===== src/rtl/c1252u8_pkg.sv =====
// Shared types, constants and the CP1252 code point table for the line splitter.
`timescale 1ns / 1ps

package c1252u8_pkg;

  // Leading indent counter width and its saturation value
  localparam int unsigned IndentBits = 8;
  localparam int unsigned IndentW    = 8;
  localparam logic [IndentW-1:0] IndentCap =
    (IndentBits >= 8) ? 8'hFF : IndentW'((1 << IndentBits) - 1);

  // Work queue between front and back
  localparam int unsigned QueueDepth = 2;
  localparam int unsigned QPtrW      = (QueueDepth > 1) ? $clog2(QueueDepth) : 1;
  localparam int unsigned QCntW      = $clog2(QueueDepth + 1);

  // Byte codes the front reacts to
  localparam logic [7:0] CharTab = 8'h09;
  localparam logic [7:0] CharLf  = 8'h0A;
  localparam logic [7:0] CharCr  = 8'h0D;
  localparam logic [7:0] CharSp  = 8'h20;

  // CP1252 remap window
  localparam logic [7:0] CpLow  = 8'h80;
  localparam logic [7:0] CpHigh = 8'h9F;

  // Result kind codes
  localparam logic KindText   = 1'b0;
  localparam logic KindMarker = 1'b1;

  // One accepted byte's worth of results: up to three text bytes, then an optional marker
  typedef struct packed {
    logic [1:0]         n_text;
    logic [7:0]         b0;
    logic [7:0]         b1;
    logic [7:0]         b2;
    logic               mark;
    logic [IndentW-1:0] indent;
  } job_t;

  // Map a byte in 0x80..0x9F to its CP1252 code point
  function automatic logic [15:0] cp1252_map(input logic [4:0] idx);
    logic [15:0] cp;
    unique case (idx)
      5'd0:  cp = 16'h20AC;
      5'd1:  cp = 16'h0081;
      5'd2:  cp = 16'h201A;
      5'd3:  cp = 16'h0192;
      5'd4:  cp = 16'h201E;
      5'd5:  cp = 16'h2026;
      5'd6:  cp = 16'h2020;
      5'd7:  cp = 16'h2021;
      5'd8:  cp = 16'h02C6;
      5'd9:  cp = 16'h2030;
      5'd10: cp = 16'h0160;
      5'd11: cp = 16'h2039;
      5'd12: cp = 16'h0152;
      5'd13: cp = 16'h008D;
      5'd14: cp = 16'h017D;
      5'd15: cp = 16'h008F;
      5'd16: cp = 16'h0090;
      5'd17: cp = 16'h2018;
      5'd18: cp = 16'h2019;
      5'd19: cp = 16'h201C;
      5'd20: cp = 16'h201D;
      5'd21: cp = 16'h2022;
      5'd22: cp = 16'h2013;
      5'd23: cp = 16'h2014;
      5'd24: cp = 16'h02DC;
      5'd25: cp = 16'h2122;
      5'd26: cp = 16'h0161;
      5'd27: cp = 16'h203A;
      5'd28: cp = 16'h0153;
      5'd29: cp = 16'h009D;
      5'd30: cp = 16'h017E;
      default: cp = 16'h0178;
    endcase
    return cp;
  endfunction

endpackage


===== src/rtl/cp1252_text_to_utf8_line_splitter.sv =====
// Top level of the CP1252/UTF-8 text line splitter.
`timescale 1ns / 1ps

// Takes raw text bytes, one per transfer on the slave stream (tlast marks the
// last byte of a text unit), and returns a stream of results: UTF-8 text bytes
// (tuser 0) and end-of-line markers (tuser 1) that carry the line's stripped
// leading indent in tdata[15:8]. CR, LF and CR LF each end one line; tlast on
// the master stream marks the final result caused by one input byte. Set
// cfg_wdata_i to 1 for CP1252 transcoding, 0 to pass UTF-8 through; write it
// only while the block is idle. Each input byte gives zero to four results and
// the master stream carries one result per cycle while m_axis_tready is high:
// one for pass-through text, none for leading whitespace, one marker for a line
// end, two or three text bytes for a transcoded byte above 0x7F, and one more
// marker when the byte closes the unit's open line. A two-entry job queue lets
// the input side run ahead while results drain.
module cp1252_text_to_utf8_line_splitter import c1252u8_pkg::*; (
  input  logic        clk_i,
  input  logic        rst_ni,
  input  logic        cfg_we_i,
  input  logic        cfg_wdata_i,      // latin1_mode
  input  logic        s_axis_tvalid,
  output logic        s_axis_tready,
  input  logic [7:0]  s_axis_tdata,     // [7:0] in_byte
  input  logic        s_axis_tlast,     // end_of_unit
  output logic        m_axis_tvalid,
  input  logic        m_axis_tready,
  output logic [15:0] m_axis_tdata,     // [7:0] text_byte, [15:8] line_indent
  output logic        m_axis_tuser,     // [0] item_kind
  output logic        m_axis_tlast      // last_of_run
);

  logic               push;
  job_t               push_job;
  logic               q_full;
  logic               pop;
  logic               head_valid;
  job_t               head_job;
  logic [7:0]         out_byte;
  logic [IndentW-1:0] out_indent;

  c1252u8_front u_front (
    .clk_i       (clk_i),
    .rst_ni      (rst_ni),
    .cfg_we_i    (cfg_we_i),
    .cfg_wdata_i (cfg_wdata_i),
    .in_valid_i  (s_axis_tvalid),
    .in_ready_o  (s_axis_tready),
    .in_byte_i   (s_axis_tdata),
    .in_eou_i    (s_axis_tlast),
    .job_push_o  (push),
    .job_o       (push_job),
    .q_full_i    (q_full)
  );

  c1252u8_queue u_queue (
    .clk_i        (clk_i),
    .rst_ni       (rst_ni),
    .push_i       (push),
    .push_job_i   (push_job),
    .full_o       (q_full),
    .pop_i        (pop),
    .head_valid_o (head_valid),
    .head_job_o   (head_job)
  );

  c1252u8_back u_back (
    .clk_i        (clk_i),
    .rst_ni       (rst_ni),
    .head_valid_i (head_valid),
    .head_job_i   (head_job),
    .pop_o        (pop),
    .out_valid_o  (m_axis_tvalid),
    .out_ready_i  (m_axis_tready),
    .out_kind_o   (m_axis_tuser),
    .out_byte_o   (out_byte),
    .out_indent_o (out_indent),
    .out_last_o   (m_axis_tlast)
  );

  assign m_axis_tdata = {8'(out_indent), out_byte};

endmodule


===== src/rtl/c1252u8_front.sv =====
// Front end: accepts raw bytes, tracks line state and builds one job per byte.
`timescale 1ns / 1ps

module c1252u8_front import c1252u8_pkg::*; (
  input  logic       clk_i,
  input  logic       rst_ni,
  input  logic       cfg_we_i,
  input  logic       cfg_wdata_i,
  input  logic       in_valid_i,
  output logic       in_ready_o,
  input  logic [7:0] in_byte_i,
  input  logic       in_eou_i,
  output logic       job_push_o,
  output job_t       job_o,
  input  logic       q_full_i
);

  logic               latin1_q;
  logic               phase_q, phase_d;
  logic [IndentW-1:0] count_q, count_d;
  logic               after_cr_q, after_cr_d;
  logic               open_q, open_d;
  logic               accept;
  logic               swallow, is_term, is_ws;
  logic [15:0]        cp;
  logic [IndentW:0]   sum;
  job_t               job;

  assign in_ready_o = !q_full_i;
  assign accept     = in_valid_i && in_ready_o;

  assign swallow = after_cr_q && (in_byte_i == CharLf);
  assign is_term = (in_byte_i == CharCr) || (in_byte_i == CharLf);
  assign is_ws   = phase_q && ((in_byte_i == CharSp) || (in_byte_i == CharTab));

  // Code point: CP1252 window remapped, else the byte itself
  always_comb begin
    if (in_byte_i >= CpLow && in_byte_i <= CpHigh) begin
      cp = cp1252_map(in_byte_i[4:0]);
    end else begin
      cp = {8'h00, in_byte_i};
    end
  end

  // Saturating indent sum
  assign sum = {1'b0, count_q} + ((in_byte_i == CharTab) ? (IndentW+1)'(8) : (IndentW+1)'(1));

  // Classify the byte and build its job and next line state
  always_comb begin
    phase_d    = phase_q;
    count_d    = count_q;
    open_d     = open_q;
    after_cr_d = 1'b0;
    job        = '0;
    job.indent = count_q;
    if (!swallow) begin
      if (is_term) begin
        job.mark   = 1'b1;
        job.indent = count_q;
        phase_d    = 1'b1;
        count_d    = '0;
        open_d     = 1'b0;
        after_cr_d = (in_byte_i == CharCr);
      end else if (is_ws) begin
        count_d = (sum > {1'b0, IndentCap}) ? IndentCap : sum[IndentW-1:0];
        open_d  = 1'b1;
      end else begin
        phase_d = 1'b0;
        open_d  = 1'b1;
        if (!latin1_q) begin
          job.n_text = 2'd1;
          job.b0     = in_byte_i;
        end else if (cp < 16'h0080) begin
          job.n_text = 2'd1;
          job.b0     = cp[7:0];
        end else if (cp < 16'h0800) begin
          job.n_text = 2'd2;
          job.b0     = {3'b110, cp[10:6]};
          job.b1     = {2'b10, cp[5:0]};
        end else begin
          job.n_text = 2'd3;
          job.b0     = {4'b1110, cp[15:12]};
          job.b1     = {2'b10, cp[11:6]};
          job.b2     = {2'b10, cp[5:0]};
        end
      end
    end
    // Close an open line at end of unit and drop all line state
    if (in_eou_i) begin
      if (open_d) begin
        job.mark   = 1'b1;
        job.indent = count_d;
      end
      phase_d    = 1'b1;
      count_d    = '0;
      open_d     = 1'b0;
      after_cr_d = 1'b0;
    end
  end

  assign job_o      = job;
  assign job_push_o = accept && ((job.n_text != 2'd0) || job.mark);

  // Line state and mode register
  always_ff @(posedge clk_i or negedge rst_ni) begin
    if (!rst_ni) begin
      latin1_q   <= 1'b0;
      phase_q    <= 1'b1;
      count_q    <= '0;
      after_cr_q <= 1'b0;
      open_q     <= 1'b0;
    end else begin
      if (cfg_we_i) begin
        latin1_q <= cfg_wdata_i;
      end
      if (accept) begin
        phase_q    <= phase_d;
        count_q    <= count_d;
        after_cr_q <= after_cr_d;
        open_q     <= open_d;
      end
    end
  end

endmodule


===== src/rtl/c1252u8_queue.sv =====
// Short job queue between the front end and the result sequencer.
`timescale 1ns / 1ps

module c1252u8_queue import c1252u8_pkg::*; (
  input  logic clk_i,
  input  logic rst_ni,
  input  logic push_i,
  input  job_t push_job_i,
  output logic full_o,
  input  logic pop_i,
  output logic head_valid_o,
  output job_t head_job_o
);

  job_t             mem_q [QueueDepth];
  logic [QPtrW-1:0] wr_ptr_q, rd_ptr_q;
  logic [QCntW-1:0] cnt_q;

  assign full_o       = (cnt_q == QCntW'(QueueDepth));
  assign head_valid_o = (cnt_q != '0);
  assign head_job_o   = mem_q[rd_ptr_q];

  function automatic logic [QPtrW-1:0] ptr_inc(input logic [QPtrW-1:0] p);
    return (p == QPtrW'(QueueDepth - 1)) ? '0 : p + 1'b1;
  endfunction

  // Store jobs
  always_ff @(posedge clk_i) begin
    if (push_i) begin
      mem_q[wr_ptr_q] <= push_job_i;
    end
  end

  // Advance pointers and occupancy
  always_ff @(posedge clk_i or negedge rst_ni) begin
    if (!rst_ni) begin
      wr_ptr_q <= '0;
      rd_ptr_q <= '0;
      cnt_q    <= '0;
    end else begin
      if (push_i) begin
        wr_ptr_q <= ptr_inc(wr_ptr_q);
      end
      if (pop_i) begin
        rd_ptr_q <= ptr_inc(rd_ptr_q);
      end
      if (push_i && !pop_i) begin
        cnt_q <= cnt_q + 1'b1;
      end else if (pop_i && !push_i) begin
        cnt_q <= cnt_q - 1'b1;
      end
    end
  end

  a_no_overflow: assert property (@(posedge clk_i) disable iff (!rst_ni)
    full_o |-> !push_i)
    else $error("job pushed into full queue");

  a_no_underflow: assert property (@(posedge clk_i) disable iff (!rst_ni)
    pop_i |-> head_valid_o)
    else $error("job popped from empty queue");

endmodule


===== src/rtl/c1252u8_back.sv =====
// Back end: walks each queued job and sends its results through an output register.
`timescale 1ns / 1ps

module c1252u8_back import c1252u8_pkg::*; (
  input  logic        clk_i,
  input  logic        rst_ni,
  input  logic        head_valid_i,
  input  job_t        head_job_i,
  output logic        pop_o,
  output logic        out_valid_o,
  input  logic        out_ready_i,
  output logic        out_kind_o,
  output logic [7:0]  out_byte_o,
  output logic [IndentW-1:0] out_indent_o,
  output logic        out_last_o
);

  logic               valid_q, valid_d;
  logic [1:0]         idx_q, idx_d;
  logic               kind_q;
  logic [7:0]         byte_q;
  logic [IndentW-1:0] indent_q;
  logic               last_q;
  logic               load;
  logic [2:0]         total;
  logic               item_last;
  logic               item_kind;
  logic [7:0]         item_byte;
  logic [IndentW-1:0] item_indent;

  assign total     = {1'b0, head_job_i.n_text} + {2'b00, head_job_i.mark};
  assign item_last = ({1'b0, idx_q} == (total - 3'd1));
  assign load      = head_valid_i && (!valid_q || out_ready_i);
  assign pop_o     = load && item_last;

  // Pick the current item: text bytes first, then the marker
  always_comb begin
    item_kind   = KindMarker;
    item_byte   = '0;
    item_indent = head_job_i.indent;
    if (idx_q < head_job_i.n_text) begin
      item_kind   = KindText;
      item_indent = '0;
      unique case (idx_q)
        2'd0:    item_byte = head_job_i.b0;
        2'd1:    item_byte = head_job_i.b1;
        default: item_byte = head_job_i.b2;
      endcase
    end
  end

  // Step through the job and hold the output while stalled
  always_comb begin
    idx_d   = idx_q;
    valid_d = valid_q;
    if (load) begin
      valid_d = 1'b1;
      idx_d   = item_last ? 2'd0 : idx_q + 2'd1;
    end else if (out_ready_i) begin
      valid_d = 1'b0;
    end
  end

  always_ff @(posedge clk_i or negedge rst_ni) begin
    if (!rst_ni) begin
      valid_q <= 1'b0;
      idx_q   <= '0;
    end else begin
      valid_q <= valid_d;
      idx_q   <= idx_d;
    end
  end

  // Output payload register
  always_ff @(posedge clk_i) begin
    if (load) begin
      kind_q   <= item_kind;
      byte_q   <= item_byte;
      indent_q <= item_indent;
      last_q   <= item_last;
    end
  end

  assign out_valid_o  = valid_q;
  assign out_kind_o   = kind_q;
  assign out_byte_o   = byte_q;
  assign out_indent_o = indent_q;
  assign out_last_o   = last_q;

  a_idx_in_job: assert property (@(posedge clk_i) disable iff (!rst_ni)
    head_valid_i |-> ({1'b0, idx_q} < total))
    else $error("item index beyond job length");

  a_marker_no_byte: assert property (@(posedge clk_i) disable iff (!rst_ni)
    (valid_q && kind_q == KindMarker) |-> (byte_q == '0))
    else $error("marker carries a text byte");

  a_text_no_indent: assert property (@(posedge clk_i) disable iff (!rst_ni)
    (valid_q && kind_q == KindText) |-> (indent_q == '0))
    else $error("text byte carries an indent");

  a_marker_ends_run: assert property (@(posedge clk_i) disable iff (!rst_ni)
    (valid_q && kind_q == KindMarker) |-> last_q)
    else $error("marker is not the last result of its byte");

endmodule

===== config.mk =====
export PLATFORM = sky130hd
export DESIGN_NAME = cp1252_text_to_utf8_line_splitter
export DESIGN_NICKNAME = d
export VERILOG_FILES = /design/src/rtl/c1252u8_pkg.sv /design/src/rtl/cp1252_text_to_utf8_line_splitter.sv /design/src/rtl/c1252u8_front.sv /design/src/rtl/c1252u8_queue.sv /design/src/rtl/c1252u8_back.sv
export SDC_FILE = /design/constraint.sdc
export NUM_CORES = 1
export LEC_CHECK = 0
export BUFFER_PORTS_ARGS = -buffer_cell sky130_fd_sc_hd__buf_2
export CAP_MARGIN = 25
export CORE_ASPECT_RATIO = 1.4
export CORE_MARGIN = 2
export CORE_UTILIZATION = 55
export CTS_CLUSTER_DIAMETER = 60
export DETAILED_ROUTE_END_ITERATION = 6
export GPL_TIMING_DRIVEN = 0
export PLACE_DENSITY = 0.82
export SLEW_MARGIN = 20
export SYNTH_ARGS = -nofsm -noshare
export SYNTH_HDL_FRONTEND = slang
export SYNTH_SLANG_ARGS = --single-unit

===== constraint.sdc =====
create_clock -name clk_i -period 4.4 [get_ports clk_i]
set_input_delay 0.88 -clock clk_i [delete_from_list [all_inputs] [get_ports clk_i]]
set_output_delay 0.88 -clock clk_i [all_outputs]
set_load 0.005 [all_outputs]

==> impl_metrics.yaml <==
outcome:
  status: "complete, no violations"
worst_setup_path:
  rr_startpoint: "u_queue.rd_ptr_q"
  worstPathArrival_ns: 3.90
  crit_chain: "clkbuf_1, buf_1, mux2i_1, ha_1, ha_1, xnor2_1, nor3_1, nand2_1, ha_1, nor2_1, xor2_1"
  critical_path.top_delay_family: "buffers and inverters"
  crit_slowest_cell: "buf_1"
  cp_slowest_stage_delay_ns: 0.60
  crit_fanout: 10
  reg2reg_slack_ns: 0.77
  startpoint_type: "register"
  reg2reg_depth: 11
  r2r_end: "u_queue.cnt_q[1]"
  cp_num_buf_inv: 2
  cp.required_ns: 4.66
  cp-startpoint: "u_queue.rd_ptr_q"
  cp.depth: 11
  cp-end-kind: "register"
  path_class: "reg -> reg"
  endpoint: "u_queue.cnt_q[1]"
  crit_top_cell: "ha_1"
sta:
  hold_violations: 0
  maxSlewHeadroom: 0.323
  tightest_slew_ns: 0.990
  skew_ns: 0.00890
  fmax_mhz: 275
  rsz0062_at_grt: "false"
  finalSetupViolCount: 0
  fin_crit_ns: 3.63
  slew_viol_final: 0
  fin_crit_sh: 0.826
  tns_ns: 0
  worst_slack_ns: 0.766
power:
  swShare: 0.329
  vdd_drop_max_uv: 289
  combPwrFrac: 0.327
  p_per_area_nw_per_um2: 565
  netSwitchingPower_mw: 1.13
  p_int_mw: 2.31
  p_leak_nw: 2.28
  seqPwrFrac: 0.446
  power_frac_clock: 0.227
clock_tree:
  clockBufferDepth: 2
  hold_buffers: 0
  insertion_delay_ns: 0.34
  cts_made_buffers: 9
  clk_pin_slew_worst_paths_ns: 0.07
  cts_tree: "built"
  postCtsSetupRepairBufs: 0
  h-tree-depth: 3
  clock_sinks: 101
  cts_repair_resize_count: 0
  clockRootBuffer: "clkbuf_16"
routing:
  drc: 0
  vias: 4061
  routedWlPerCell_um: 18.3
  routed_wirelength_um: 12200
  initialDrtViolationCount: 282
  firstDrtPassIters: 6
  vias_per_cell: 6.06
  ant_nets: 0
synth:
  synthXorXnorAreaFrac: 0.0161
  synth-edff-count: 82
  ys_types: 66
  synth-main-ff-cell: "edfxtp_1"
  synth.most_common_cell: "edfxtp_1"
  synth_area_leaders: "edfxtp_1 45%, dfrtp_1 8.3%, ha_1 3.9%"
  synth_cells: 490
  synthArstFlopShare: 0.188
  synth_top_area_share: 0.454
  synth_top_family_by_area: "compound AO/OA/AOI/OAI gates"
  syn-num-nets: 522
  synth-seq-area-share: 0.541
  synthMuxAreaShare: 0.0422
  syn_area_sq_um: 5430
  yosysTopAreaCell: "edfxtp_1"
  synth_compound_area_frac: 0.184
  ys.warnings.count: 0
  syn_area_per_cell_sq_um: 11.1
  ys_ff_latch: 101
  yosys.area_share.simple: 0.139
  synth_common_cells: "82 x edfxtp_1, 47 x nor2_1, 36 x nand2_1"
  synth_fa_ha_area_frac: 0.0392
run:
  drv_cap: 0
floorplanning:
  start_util: 0.571
  ios: 35
  die_y_um: 122
  rows: 42
  core_region_area_sq_um: 9510
  die_area_sq_um: 10700
  die_x_um: 88.0
global_routing:
  use_met3: 0.0359
  grt_pass1_wl_um: 20200
  grt_busiest_layer: "met2"
  grt_max_degree: 33
  grt_overflow: 0
  use_met1: 0.311
  track_usage: 0.245
  met2_usage: 0.419
  grt_pass1_vias: 4038
  antenna_found_initial: 0
final_layout:
  insertedDiodeCount: 0
  fin_nets: 565
  fin_util: 0.639
  synthToLayoutAreaGrowth_pct: 12.0
  drive_gt1_frac: 0.139
placed_design:
  dp_slack_ns: 0.442
  dpl.hpwl_um: 8620
  gp_congestion: 0.898
  port_buffers: 31
worst_hold_path:
  worstHoldPathType: "reg -> reg"
  hold_path.startpoint: "u_front.after_cr_q"
==> worst min path at each step <==
| stage | to | cells past startpoint |
|---|---|---|
| 2_1_floorplan | u_front.after_cr_q | 2 |
| 3_3_place_gp | u_front.after_cr_q | 2 |
| 3_5_place_dp | u_front.after_cr_q | 2 |
| 4_1_cts | u_front.after_cr_q | 2 |
| 5_1_grt | u_front.count_q[4] | 1 |
| 6_report | u_front.after_cr_q | 2 |
==> worst register-to-register path, cell delays in order, from the launching register on <==
cell and delay, ns:
dfrtp_1 0.38, clkbuf_1 0.49, buf_1 0.60, mux2i_1 0.19, ha_1 0.23, ha_1 0.29, xnor2_1 0.13, nor3_1 0.39
nand2_1 0.18, ha_1 0.38, nor2_1 0.14, xor2_1 0.15
==> power groups by stage <==
stage	Sequential (mW)	Combinational (mW)	Clock, mW
after global placement	1.53	1.05	0
after CTS	1.53	1.13	0.786
after floorplan	1.54	0.744	0
after detailed placement	1.55	1.12	0
after global routing	1.56	1.25	0.814
final	1.53	1.12	0.781
==> sequential cells by signal, summed over array words and instances (netlist names) <==
name / flops
u_back.idx_q: 2
u_back.out_byte_o: 8
u_back.out_indent_o: 8
u_back.out_kind_o: 1
u_back.out_last_o: 1
u_back.out_valid_o: 1
u_front.after_cr_q: 1
u_front.count_q: 8
u_front.latin1_q: 1
u_front.open_q: 1
u_front.phase_q: 1
u_queue.cnt_q: 2
u_queue.mem_q: 64
u_queue.rd_ptr_q: 1
u_queue.wr_ptr_q: 1
==> stage by stage <==
stage                     total power [mW]  std cells  hold slack, ns  area [sq um]
after global placement                2.58        653           0.465          5750
after detailed placement              2.66        654           0.472          5780
after floorplan                       2.28        490           0.443          5430
final                                 3.44        670           0.486          6080
after global routing                  3.63        670           0.524          6080
after CTS                             3.45        670           0.487          6080
==> cell type report <==
class                   count  area, sq um
plain buffers              31          139
clock buffers              12          246
clock inverters             4         47.5
fillers                   729         3430
inverters                  17         63.8
multi-input cells         341         2290
flip-flops and latches    101         2940
well taps                 132          165
repair buffers             32          183
==> metal layers <==
layer	vias to the layer above	wire, um
li1	1941	-
met1	1954	5120
met2	147	6300
met3	19	526
met4	0	279
met5	-	0
==> placed cells by master, fill, tap and decap left out, types with 10 or more instances in the layout <==
master	n
edfxtp_1	82
dfrtp_1	18
nor2b_1	13
clkbuf_1	22
nand2b_1	11
a21oi_1	21
mux2i_1	15
nand3_1	10
a31oi_1	11
inv_1	16
buf_2	37
a211oi_1	11
nor2_1	47
ha_1	17
nand2_1	36
o21ai_0	23
==> logic make-up (layout without fill, tap and decap cells) <==
kind of cell	after synthesis	in the layout
flip-flops	101	101
multiplexers	22	22
adder cells (fa/ha/maj)	17	17
XOR/XNOR	10	10
buffers and inverters	48	96
AO/OA/AOI/OAI	138	138
AND/OR/NAND/NOR	154	154
No activity file was read; power rests on OpenSTA's default activity.
